--- config.mk ---
export PLATFORM = sky130hd
export DESIGN_NAME = wildcard_byte_pattern_scan_core_flat
export DESIGN_NICKNAME = d
export VERILOG_FILES = /design/src/sv/wbps_pkg.sv /design/src/sv/wbps_in_if.sv /design/src/sv/wbps_out_if.sv /design/src/sv/wbps_cfg.sv /design/src/sv/wbps_window.sv /design/src/sv/wbps_cmp.sv /design/src/sv/wildcard_byte_pattern_scan_core.sv /design/src/flat_wrapper.sv
export SDC_FILE = /design/constraint.sdc
export NUM_CORES = 2
export LEC_CHECK = 0
export BUFFER_PORTS_ARGS = -buffer_cell sky130_fd_sc_hd__buf_2
export CAP_MARGIN = 15
export CORE_AREA = 3 3 330 332
export DETAILED_ROUTE_END_ITERATION = 10
export DIE_AREA = 0 0 333 335
export GPL_TIMING_DRIVEN = 0
export MAX_ROUTING_LAYER = met4
export SLEW_MARGIN = 30
export SYNTH_ARGS = -nofsm -noshare
export SYNTH_HDL_FRONTEND = slang
export SYNTH_HIERARCHICAL = 1
export SYNTH_SLANG_ARGS = --single-unit
export TNS_END_PERCENT = 5
--- constraint.sdc ---
create_clock -name clk -period 14.8 [get_ports clk]
set_input_delay 0 -clock clk [delete_from_list [all_inputs] [get_ports clk]]
set_output_delay 0 -clock clk [all_outputs]
set_load 0.005 [all_outputs]
--- src/sv/wbps_pkg.sv ---
`timescale 1ns / 1ps

package wbps_pkg;

  // Configuration port geometry: five 64-bit registers at 8-byte spacing
  localparam int CFG_DATA_W = 64;
  localparam int CFG_ADDR_W = 6;
  localparam int REG_IDX_W  = 3;

  // Field widths fixed by the register map
  localparam int PAT_REG_BYTES = 8;
  localparam int PAT_BYTES_MAX = 16;
  localparam int CARE_W        = 16;
  localparam int LENGTH_W      = 5;
  localparam int ADDR_W        = 64;

  // Reset values of the registers that are not zero
  localparam logic [CARE_W-1:0]   CARE_RESET   = 16'hFFFF;
  localparam logic [LENGTH_W-1:0] LENGTH_RESET = 5'd1;

  // Register indexes (byte address bits 5:3)
  typedef enum logic [REG_IDX_W-1:0] {
    REG_PAT_LO = 3'd0,
    REG_PAT_HI = 3'd1,
    REG_CARE   = 3'd2,
    REG_LENGTH = 3'd3,
    REG_BASE   = 3'd4
  } wbps_reg_t;

  // Register contents as seen by the datapath
  typedef struct packed {
    logic [CFG_DATA_W-1:0] pat_lo;
    logic [CFG_DATA_W-1:0] pat_hi;
    logic [CARE_W-1:0]     care_mask;
    logic [LENGTH_W-1:0]   pattern_length;
    logic [ADDR_W-1:0]     base_address;
  } wbps_cfg_t;

endpackage

--- src/sv/wbps_in_if.sv ---
`timescale 1ns / 1ps

// Input channel: one scanned byte per word
interface wbps_in_if;
  logic       valid;
  logic       ready;
  logic [7:0] data_byte;
  logic       end_of_region;

  modport source (output valid, output data_byte, output end_of_region, input ready);
  modport sink   (input valid, input data_byte, input end_of_region, output ready);
endinterface

--- src/sv/wbps_out_if.sv ---
`timescale 1ns / 1ps

// Result channel: start address of one match per word
interface wbps_out_if;
  logic        valid;
  logic        ready;
  logic [63:0] match_address;

  modport source (output valid, output match_address, input ready);
  modport sink   (input valid, input match_address, output ready);
endinterface

--- src/sv/wbps_cfg.sv ---
`timescale 1ns / 1ps

module wbps_cfg (
  input  logic                               clk,
  input  logic                               rst_n,
  input  logic                               psel,
  input  logic                               penable,
  input  logic                               pwrite,
  input  logic [wbps_pkg::CFG_ADDR_W-1:0]    paddr,
  input  logic [wbps_pkg::CFG_DATA_W-1:0]    pwdata,
  output logic [wbps_pkg::CFG_DATA_W-1:0]    prdata,
  output logic                               pready,
  output wbps_pkg::wbps_cfg_t                cfg
);

  wbps_pkg::wbps_cfg_t cfg_r;
  wbps_pkg::wbps_reg_t reg_idx;
  logic                wr_en;

  assign reg_idx = wbps_pkg::wbps_reg_t'(paddr[wbps_pkg::CFG_ADDR_W-1:3]);
  assign wr_en   = psel && penable && pwrite;
  assign pready  = 1'b1;
  assign cfg     = cfg_r;

  // Register writes in the access phase
  always_ff @(posedge clk) begin
    if (!rst_n) begin
      cfg_r.pat_lo         <= '0;
      cfg_r.pat_hi         <= '0;
      cfg_r.care_mask      <= wbps_pkg::CARE_RESET;
      cfg_r.pattern_length <= wbps_pkg::LENGTH_RESET;
      cfg_r.base_address   <= '0;
    end else if (wr_en) begin
      case (reg_idx)
        wbps_pkg::REG_PAT_LO: cfg_r.pat_lo <= pwdata;
        wbps_pkg::REG_PAT_HI: cfg_r.pat_hi <= pwdata;
        wbps_pkg::REG_CARE:   cfg_r.care_mask <= pwdata[wbps_pkg::CARE_W-1:0];
        wbps_pkg::REG_LENGTH: cfg_r.pattern_length <= pwdata[wbps_pkg::LENGTH_W-1:0];
        wbps_pkg::REG_BASE:   cfg_r.base_address <= pwdata;
        default: ;
      endcase
    end
  end

  // Read-back mux
  always_comb begin
    case (reg_idx)
      wbps_pkg::REG_PAT_LO: prdata = cfg_r.pat_lo;
      wbps_pkg::REG_PAT_HI: prdata = cfg_r.pat_hi;
      wbps_pkg::REG_CARE:   prdata = wbps_pkg::CFG_DATA_W'(cfg_r.care_mask);
      wbps_pkg::REG_LENGTH: prdata = wbps_pkg::CFG_DATA_W'(cfg_r.pattern_length);
      wbps_pkg::REG_BASE:   prdata = cfg_r.base_address;
      default:              prdata = '0;
    endcase
  end

endmodule

--- src/sv/wbps_window.sv ---
`timescale 1ns / 1ps

module wbps_window #(
  parameter int PATTERN_BYTES = 16,
  parameter int FILL_W        = 5
) (
  input  logic                                clk,
  input  logic                                rst_n,
  input  logic                                adv,
  input  logic [7:0]                          data_byte,
  input  logic                                last,
  output logic [PATTERN_BYTES-1:0][7:0]       win_cur,
  output logic [FILL_W-1:0]                   fill_cur,
  output logic [wbps_pkg::ADDR_W-1:0]         offset_cur
);

  logic [PATTERN_BYTES-1:0][7:0]   window_r;
  logic [FILL_W-1:0]               fill_r;
  logic [wbps_pkg::ADDR_W-1:0]     offset_r;

  // Window as it stands once the staged byte is shifted in (entry 0 newest)
  always_comb begin
    win_cur[0] = data_byte;
    for (int j = 1; j < PATTERN_BYTES; j++) begin
      win_cur[j] = window_r[j-1];
    end
  end

  // Region fill saturates at the window depth
  assign fill_cur   = (fill_r == FILL_W'(PATTERN_BYTES)) ? fill_r : fill_r + FILL_W'(1);
  assign offset_cur = offset_r;

  always_ff @(posedge clk) begin
    if (!rst_n) begin
      window_r <= '0;
      fill_r   <= '0;
      offset_r <= '0;
    end else if (adv) begin
      offset_r <= offset_r + wbps_pkg::ADDR_W'(1);
      if (last) begin
        window_r <= '0;
        fill_r   <= '0;
      end else begin
        window_r <= win_cur;
        fill_r   <= fill_cur;
      end
    end
  end

`ifndef NO_ASSERTIONS
  a_fill_bound: assert property (@(posedge clk) disable iff (!rst_n)
    fill_r <= FILL_W'(PATTERN_BYTES))
    else $error("region fill above window depth");

  a_region_clear: assert property (@(posedge clk) disable iff (!rst_n)
    adv && last |=> fill_r == '0 && window_r == '0)
    else $error("window not cleared after end of region");
`endif

endmodule

--- src/sv/wbps_cmp.sv ---
`timescale 1ns / 1ps

module wbps_cmp #(
  parameter int PATTERN_BYTES = 16,
  parameter int FILL_W        = 5
) (
  input  wbps_pkg::wbps_cfg_t                 cfg,
  input  logic [PATTERN_BYTES-1:0][7:0]       win,
  input  logic [FILL_W-1:0]                   fill,
  input  logic [wbps_pkg::ADDR_W-1:0]         offset,
  output logic                                hit,
  output logic [wbps_pkg::ADDR_W-1:0]         addr
);

  localparam int EXT_W = (FILL_W > wbps_pkg::LENGTH_W) ? FILL_W : wbps_pkg::LENGTH_W;

  logic [EXT_W-1:0]                                 len_ext;
  logic [FILL_W-1:0]                                len;
  logic [wbps_pkg::PAT_BYTES_MAX-1:0][7:0]          pat;
  logic [PATTERN_BYTES-1:0][7:0]                    apat;
  logic [PATTERN_BYTES-1:0]                         acare;
  logic [PATTERN_BYTES-1:0]                         ok;

  assign pat = {cfg.pat_hi, cfg.pat_lo};

  // Effective length: zero counts as one, clamp to the window depth
  always_comb begin
    len_ext = EXT_W'(cfg.pattern_length);
    if (len_ext == '0) begin
      len_ext = EXT_W'(1);
    end
    if (len_ext > EXT_W'(PATTERN_BYTES)) begin
      len_ext = EXT_W'(PATTERN_BYTES);
    end
    len = len_ext[FILL_W-1:0];
  end

  // Align the pattern to window positions: window entry j meets pattern byte len-1-j
  always_comb begin
    logic [FILL_W-1:0] pi;
    logic [7:0]        ix;
    for (int j = 0; j < PATTERN_BYTES; j++) begin
      pi       = len - FILL_W'(1) - FILL_W'(j);
      ix       = 8'(pi);
      apat[j]  = pat[ix[3:0]];
      acare[j] = (FILL_W'(j) < len) && (ix < 8'(wbps_pkg::PAT_BYTES_MAX)) &&
                 cfg.care_mask[ix[3:0]];
    end
  end

  // Masked compare per window byte
  always_comb begin
    for (int j = 0; j < PATTERN_BYTES; j++) begin
      ok[j] = !acare[j] || (win[j] == apat[j]);
    end
  end

  assign hit  = (fill >= len) && (&ok);
  assign addr = cfg.base_address + offset - wbps_pkg::ADDR_W'(len - FILL_W'(1));

endmodule

--- src/sv/wildcard_byte_pattern_scan_core.sv ---
`timescale 1ns / 1ps

// Wildcard byte signature scanner. One byte enters per word on in_ch; the
// block keeps the last PATTERN_BYTES bytes of the current region and, for
// each byte, checks the window ending there against the configured pattern
// (bytes whose care_mask bit is clear are wildcards). A hit emits one word on
// out_ch carrying base_address plus the stream offset of the match's first
// byte; a miss emits nothing. Throughput is one byte per clock while the
// result register is free or out_ch takes its word, set by the masked window
// compare, which is combinational between the input register and the result
// register. end_of_region clears the window after its byte is checked, while
// the offset keeps counting. Registers are written over the APB-style port
// at byte address 8*index and may be changed only while the scanner is idle.
module wildcard_byte_pattern_scan_core #(
  parameter int PATTERN_BYTES = 16
) (
  input  logic                               clk,
  input  logic                               rst_n,
  wbps_in_if.sink                            in_ch,
  wbps_out_if.source                         out_ch,
  input  logic                               psel,
  input  logic                               penable,
  input  logic                               pwrite,
  input  logic [wbps_pkg::CFG_ADDR_W-1:0]    paddr,
  input  logic [wbps_pkg::CFG_DATA_W-1:0]    pwdata,
  output logic [wbps_pkg::CFG_DATA_W-1:0]    prdata,
  output logic                               pready
);

  localparam int FILL_W = $clog2(PATTERN_BYTES + 1);

  wbps_pkg::wbps_cfg_t              cfg;
  logic                             v1_r;
  logic [7:0]                       byte1_r;
  logic                             last1_r;
  logic                             adv;
  logic [PATTERN_BYTES-1:0][7:0]    win_cur;
  logic [FILL_W-1:0]                fill_cur;
  logic [wbps_pkg::ADDR_W-1:0]      offset_cur;
  logic                             hit;
  logic [wbps_pkg::ADDR_W-1:0]      addr;
  logic                             out_valid_r;
  logic [wbps_pkg::ADDR_W-1:0]      addr_r;

  wbps_cfg u_cfg (
    .clk     (clk),
    .rst_n   (rst_n),
    .psel    (psel),
    .penable (penable),
    .pwrite  (pwrite),
    .paddr   (paddr),
    .pwdata  (pwdata),
    .prdata  (prdata),
    .pready  (pready),
    .cfg     (cfg)
  );

  // Staged byte moves on whenever the result register is free or draining
  assign adv         = v1_r && (!out_valid_r || out_ch.ready);
  assign in_ch.ready = !v1_r || adv;

  // Input register
  always_ff @(posedge clk) begin
    if (!rst_n) begin
      v1_r <= 1'b0;
    end else if (in_ch.valid && in_ch.ready) begin
      v1_r <= 1'b1;
    end else if (adv) begin
      v1_r <= 1'b0;
    end
  end

  always_ff @(posedge clk) begin
    if (in_ch.valid && in_ch.ready) begin
      byte1_r <= in_ch.data_byte;
      last1_r <= in_ch.end_of_region;
    end
  end

  wbps_window #(
    .PATTERN_BYTES (PATTERN_BYTES),
    .FILL_W        (FILL_W)
  ) u_window (
    .clk        (clk),
    .rst_n      (rst_n),
    .adv        (adv),
    .data_byte  (byte1_r),
    .last       (last1_r),
    .win_cur    (win_cur),
    .fill_cur   (fill_cur),
    .offset_cur (offset_cur)
  );

  wbps_cmp #(
    .PATTERN_BYTES (PATTERN_BYTES),
    .FILL_W        (FILL_W)
  ) u_cmp (
    .cfg    (cfg),
    .win    (win_cur),
    .fill   (fill_cur),
    .offset (offset_cur),
    .hit    (hit),
    .addr   (addr)
  );

  // Result register
  always_ff @(posedge clk) begin
    if (!rst_n) begin
      out_valid_r <= 1'b0;
    end else if (adv) begin
      out_valid_r <= hit;
    end else if (out_ch.ready) begin
      out_valid_r <= 1'b0;
    end
  end

  always_ff @(posedge clk) begin
    if (adv && hit) begin
      addr_r <= addr;
    end
  end

  assign out_ch.valid         = out_valid_r;
  assign out_ch.match_address = addr_r;

`ifndef NO_ASSERTIONS
  a_result_from_stage: assert property (@(posedge clk) disable iff (!rst_n)
    $rose(out_valid_r) |-> $past(v1_r))
    else $error("result appeared without a staged byte");

  a_no_bubble: assert property (@(posedge clk) disable iff (!rst_n)
    v1_r && !out_valid_r |-> in_ch.ready)
    else $error("input stalled while result register empty");

  a_reset_idle: assert property (@(posedge clk)
    !rst_n |=> !out_valid_r && !v1_r)
    else $error("pipeline not empty after reset");
`endif

endmodule
--- src/flat_wrapper.sv ---
// flat-port wrapper written by rule: the top's interface ports become plain ports
module wildcard_byte_pattern_scan_core_flat 
#(
  parameter int PATTERN_BYTES = 16
)
  (clk, rst_n, psel, penable, pwrite, paddr, pwdata, prdata, pready, in_ch_valid, in_ch_data_byte, in_ch_end_of_region, in_ch_ready, out_ch_valid, out_ch_match_address, out_ch_ready);
  wbps_in_if in_ch_i ();
  wbps_out_if out_ch_i ();
  input  logic clk;
  input  logic rst_n;
  input  logic psel;
  input  logic penable;
  input  logic pwrite;
  input  logic [wbps_pkg::CFG_ADDR_W-1:0] paddr;
  input  logic [wbps_pkg::CFG_DATA_W-1:0] pwdata;
  output logic [wbps_pkg::CFG_DATA_W-1:0] prdata;
  output logic pready;
  input wire logic [$bits(in_ch_i.valid)-1:0] in_ch_valid;
  input wire logic [$bits(in_ch_i.data_byte)-1:0] in_ch_data_byte;
  input wire logic [$bits(in_ch_i.end_of_region)-1:0] in_ch_end_of_region;
  output wire logic [$bits(in_ch_i.ready)-1:0] in_ch_ready;
  output wire logic [$bits(out_ch_i.valid)-1:0] out_ch_valid;
  output wire logic [$bits(out_ch_i.match_address)-1:0] out_ch_match_address;
  input wire logic [$bits(out_ch_i.ready)-1:0] out_ch_ready;
  assign in_ch_i.valid = in_ch_valid;
  assign in_ch_i.data_byte = in_ch_data_byte;
  assign in_ch_i.end_of_region = in_ch_end_of_region;
  assign in_ch_ready = in_ch_i.ready;
  assign out_ch_valid = out_ch_i.valid;
  assign out_ch_match_address = out_ch_i.match_address;
  assign out_ch_i.ready = out_ch_ready;
  wildcard_byte_pattern_scan_core #(.PATTERN_BYTES(PATTERN_BYTES)) u_core (.clk(clk), .rst_n(rst_n), .in_ch(in_ch_i), .out_ch(out_ch_i), .psel(psel), .penable(penable), .pwrite(pwrite), .paddr(paddr), .pwdata(pwdata), .prdata(prdata), .pready(pready));
endmodule
==> impl_metrics.prom <==
# TYPE chip_impl_metric gauge
chip_impl_metric{name="synth.yosys.seq_area_share",unit=""} 0.285
chip_impl_metric{name="synth_top_area_share",unit=""} 0.224
chip_impl_info{name="post_synth_main_area_contributors",value="sky130_fd_sc_hd__dfxtp_1 22%, sky130_fd_sc_hd__mux4_2 11%, sky130_fd_sc_hd__mux2i_1 10%"} 1
chip_impl_info{name="clock_tree_from_tritoncts",value="done"} 1
chip_impl_metric{name="die_area",unit="µm²"} 112000
chip_impl_metric{name="netlist_area",unit="µm²"} 36100
chip_impl_metric{name="antenna_violations_before_repair",unit=""} 5
chip_impl_info{name="synth_cell_count_leaders",value="434 x sky130_fd_sc_hd__nand2_1, 404 x sky130_fd_sc_hd__dfxtp_1, 359 x sky130_fd_sc_hd__mux2i_1"} 1
chip_impl_info{name="worst_path_most_repeated_cell",value="sky130_fd_sc_hd__clkbuf_1"} 1
chip_impl_metric{name="gpl.final_weighted_congestion",unit=""} 1.04
chip_impl_metric{name="post_drt_wl_per_cell",unit="µm"} 28.2
chip_impl_metric{name="flop_to_flop_setup_slack",unit="ns"} 3.30
chip_impl_info{name="clockRootBuffer",value="sky130_fd_sc_hd__clkbuf_16"} 1
chip_impl_info{name="critical_path.reg2reg.endpoint",value="u_core/out_ch.match_address[57]$_DFFE_PP_"} 1
chip_impl_metric{name="post_layout_min_period",unit="ns"} 11.50
chip_impl_metric{name="synthDistinctLibCells",unit=""} 94
chip_impl_metric{name="chipWidth",unit="µm"} 333
chip_impl_metric{name="finalHoldViolations",unit=""} 0
chip_impl_info{name="worstSetupPathType",value="reg2reg"} 1
chip_impl_metric{name="yosys_register_bits",unit=""} 477
chip_impl_info{name="r2r-start",value="u_core/u_cfg/cfg[68]$_SDFFE_PN0P_"} 1
chip_impl_metric{name="area_growth_syn_to_layout",unit="%"} 16.3
chip_impl_metric{name="critical_path_required",unit="ns"} 15.18
chip_impl_metric{name="clk-insertion-delay-late",unit="ns"} 0.70
chip_impl_metric{name="slew_viol_final",unit=""} 0
chip_impl_metric{name="worst-r2r-cell-count",unit=""} 26
chip_impl_metric{name="vdd.ir_drop.worst",unit="V"} 0.0000858
chip_impl_metric{name="drv_cap",unit=""} 0
chip_impl_info{name="origin_of_the_worst_setup_path",value="u_core/u_cfg/cfg[68]$_SDFFE_PN0P_"} 1
chip_impl_metric{name="wl",unit="mm"} 163
chip_impl_metric{name="hpwlAfterDp",unit="mm"} 131
chip_impl_metric{name="post-place-cells",unit=""} 5560
chip_impl_metric{name="crit_buf_inv",unit=""} 14
chip_impl_metric{name="coreArea",unit="µm²"} 107000
chip_impl_metric{name="drtPass1Iterations",unit=""} 5
chip_impl_info{name="min_to",value="u_core/byte1_r[2]$_DFFE_PP_"} 1
chip_impl_metric{name="syn_nets",unit=""} 4174
chip_impl_metric{name="slowest_delay",unit="ns"} 0.77
chip_impl_metric{name="max_clock_freq",unit="MHz"} 86.9
chip_impl_metric{name="setup_skew",unit="ns"} 0.0511
chip_impl_metric{name="via_count_of_the_first_global_routing_pass",unit=""} 31396
chip_impl_metric{name="cts_max_path_buffers",unit=""} 3
chip_impl_metric{name="pwr_density_cell",unit="nW/µm²"} 79.1
chip_impl_metric{name="chip_height",unit="µm"} 335
chip_impl_metric{name="grt_first_pass_wirelength",unit="mm"} 230
chip_impl_info{name="holdCritStartpoint",value="in_ch_data_byte[2]"} 1
chip_impl_info{name="status",value="completed"} 1
chip_impl_metric{name="gr-total-overflow",unit=""} 0
chip_impl_metric{name="tightest_slew",unit="ns"} 1.15
chip_impl_metric{name="final_cells",unit=""} 5760
chip_impl_metric{name="std_cell_rows",unit=""} 120
chip_impl_metric{name="final.fill_count",unit=""} 10871
chip_impl_metric{name="setup_tns",unit="ns"} 0
chip_impl_metric{name="post-route-period-util",unit=""} 0.777
chip_impl_metric{name="cts.htree.levels",unit=""} 2
chip_impl_info{name="hp-class",value="in2reg"} 1
chip_impl_metric{name="dr_total_vias",unit=""} 33481
chip_impl_metric{name="yosys_warnings",unit=""} 6
chip_impl_metric{name="path_max_fanout",unit=""} 23
chip_impl_info{name="timing.critical_path.max_delay_family",value="buffers and inverters"} 1
chip_impl_metric{name="number_of_flops_mapped_to_enable_cells_by_yosys",unit=""} 73
chip_impl_metric{name="grt_use_total",unit=""} 0.291
chip_impl_metric{name="finish.net_count",unit=""} 4541
chip_impl_metric{name="numCtsBuffers",unit=""} 58
chip_impl_metric{name="design.portCount",unit=""} 217
chip_impl_metric{name="max-slew-margin-rel",unit=""} 0.227
chip_impl_metric{name="final_layout_size_suffix_gt1_frac",unit=""} 0.149
chip_impl_metric{name="clock-sinks",unit=""} 477
chip_impl_info{name="crit_path_start_kind",value="flop"} 1
chip_impl_info{name="endpoint_kind",value="flop"} 1
chip_impl_metric{name="clk_transition_reported_paths",unit="ns"} 0.06
chip_impl_metric{name="timing.critical_path.arrival",unit="ns"} 11.89
chip_impl_metric{name="hold_path_depth",unit=""} 2
chip_impl_metric{name="post_drt_via_cell_ratio",unit=""} 5.81
chip_impl_metric{name="grt_max_degree",unit=""} 24
chip_impl_metric{name="synth.avg_cell_area",unit="µm²"} 9.16
chip_impl_info{name="synth.largest_area_cell",value="sky130_fd_sc_hd__dfxtp_1"} 1
chip_impl_metric{name="start_util",unit=""} 0.339
chip_impl_info{name="dominantRegCellSynth",value="sky130_fd_sc_hd__dfxtp_1"} 1
chip_impl_metric{name="io_buffer_count",unit=""} 211
chip_impl_metric{name="route.antenna.remaining_nets",unit=""} 0
chip_impl_metric{name="final-setup-viol-count",unit=""} 0
chip_impl_metric{name="p_leak",unit="µW"} 0.0163
chip_impl_info{name="rsz0062_at_grt",value="no"} 1
chip_impl_info{name="cp_max_delay_cell",value="sky130_fd_sc_hd__nor4_1"} 1
chip_impl_metric{name="synth_cells",unit=""} 3940
chip_impl_metric{name="remaining_design_rule_violation_count",unit=""} 0
chip_impl_metric{name="first_iter_violations",unit=""} 4001
chip_impl_info{name="post-synth-top-count-cell",value="sky130_fd_sc_hd__nand2_1"} 1
chip_impl_metric{name="async_reset_ff_frac",unit=""} 0
sequential cells by signal, indices dropped and copies added (netlist names):
signal and cells:
u_core/last1_r 1, u_core/v1_r 1, u_core/out_ch.match_address 64, u_core/u_window/win_cur 120
u_core/u_window/fill_r 5, u_core/u_window/offset_cur 64, u_core/out_ch.valid 1, u_core/byte1_r 8
u_core/u_cfg/cfg 213
cell families after synthesis:
logic type,count (synthesis),synth area share
xor gates and xnor gates,235,0.0572
and+or+nand+nor,1303,0.193
muxes,548,0.215
AOI/OAI and AO/OA,687,0.123
other,1,0.000104
buffers and inverters,541,0.0628
adders and majority gates,148,0.0640
DFF,477,0.285
routing by layer:
metal / track usage / part of all wire
met1: 0.393 / 0.44
met2: 0.427 / 0.43
met3: 0.0731 / 0.099
met4: 0.0921 / 0.037
met5: - / 0
cell usage in the layout (no fill, tap or decap), drive strengths merged, types with 122 or more instances in the layout:
cell type  instances
nor2             172
nand3b           122
a21oi            259
inv              270
nand2b           188
mux4             182
nand2            436
buf              309
clkbuf           262
xnor2            146
dfxtp            404
mux2i            359
per-stage QoR:
step / utilization / instance area, µm² / power, µW / hold slack (ns) / worst slack [ns]
floorplan: - / 36100 / 1670 / 0.0829 / 4.66
global placement: 0.365 / 38900 / 1820 / 0.179 / -0.527
CTS: 0.393 / 41900 / 3330 / 0.0197 / 3.70
detailed placement: 0.367 / 39100 / 1820 / 0.178 / 3.71
global route: 0.394 / 42000 / 3420 / 0.0523 / 3.24
finish: 0.394 / 42000 / 3320 / 0.0569 / 3.30
worst max path at each step:
stage	slack [ns]	endpoint	depth (start not counted)
after floorplan	4.66	u_core/out_ch.match_address[57]$_DFFE_PP_	21
after global placement	-0.53	u_core/out_ch.match_address[57]$_DFFE_PP_	14
after detailed placement	3.71	u_core/out_ch.match_address[57]$_DFFE_PP_	26
after CTS	3.70	u_core/out_ch.match_address[54]$_DFFE_PP_	26
after global routing	3.24	u_core/out_ch.match_address[57]$_DFFE_PP_	26
final	3.30	u_core/out_ch.match_address[57]$_DFFE_PP_	26
power by group:
part / switching (µW) / internal, µW / total, µW / leakage (µW)
combinational: 285 / 182 / 468 / 0.0114
sequential: 13.8 / 1340 / 1360 / 0.00392
clock: 629 / 865 / 1490 / 0.000967
total: 928 / 2390 / 3320 / 0.0163
repair_timing:
action | in CTS | in global routing
setup endpoints to repair | 0 | 0
resized for setup | 0 | 0
buffers inserted | 0 | 0
endpoints found under the hold margin | 236 | 0
hold buffers | 89 | 0
layout make-up:
type,instances,area (µm²),share of cell area
clock inverters,28,332,0.00790
multi-input cells,2922,23600,0.562
diodes,3,7.51,0.000179
flip-flops and latches,477,10300,0.245
inverters,267,1000,0.0239
plain buffers,274,1280,0.0305
clock buffers,79,1640,0.0390
well taps,1403,1760,0.0418
repair buffers,307,2100,0.0500
No activity file was read; power rests on OpenSTA's default activity.
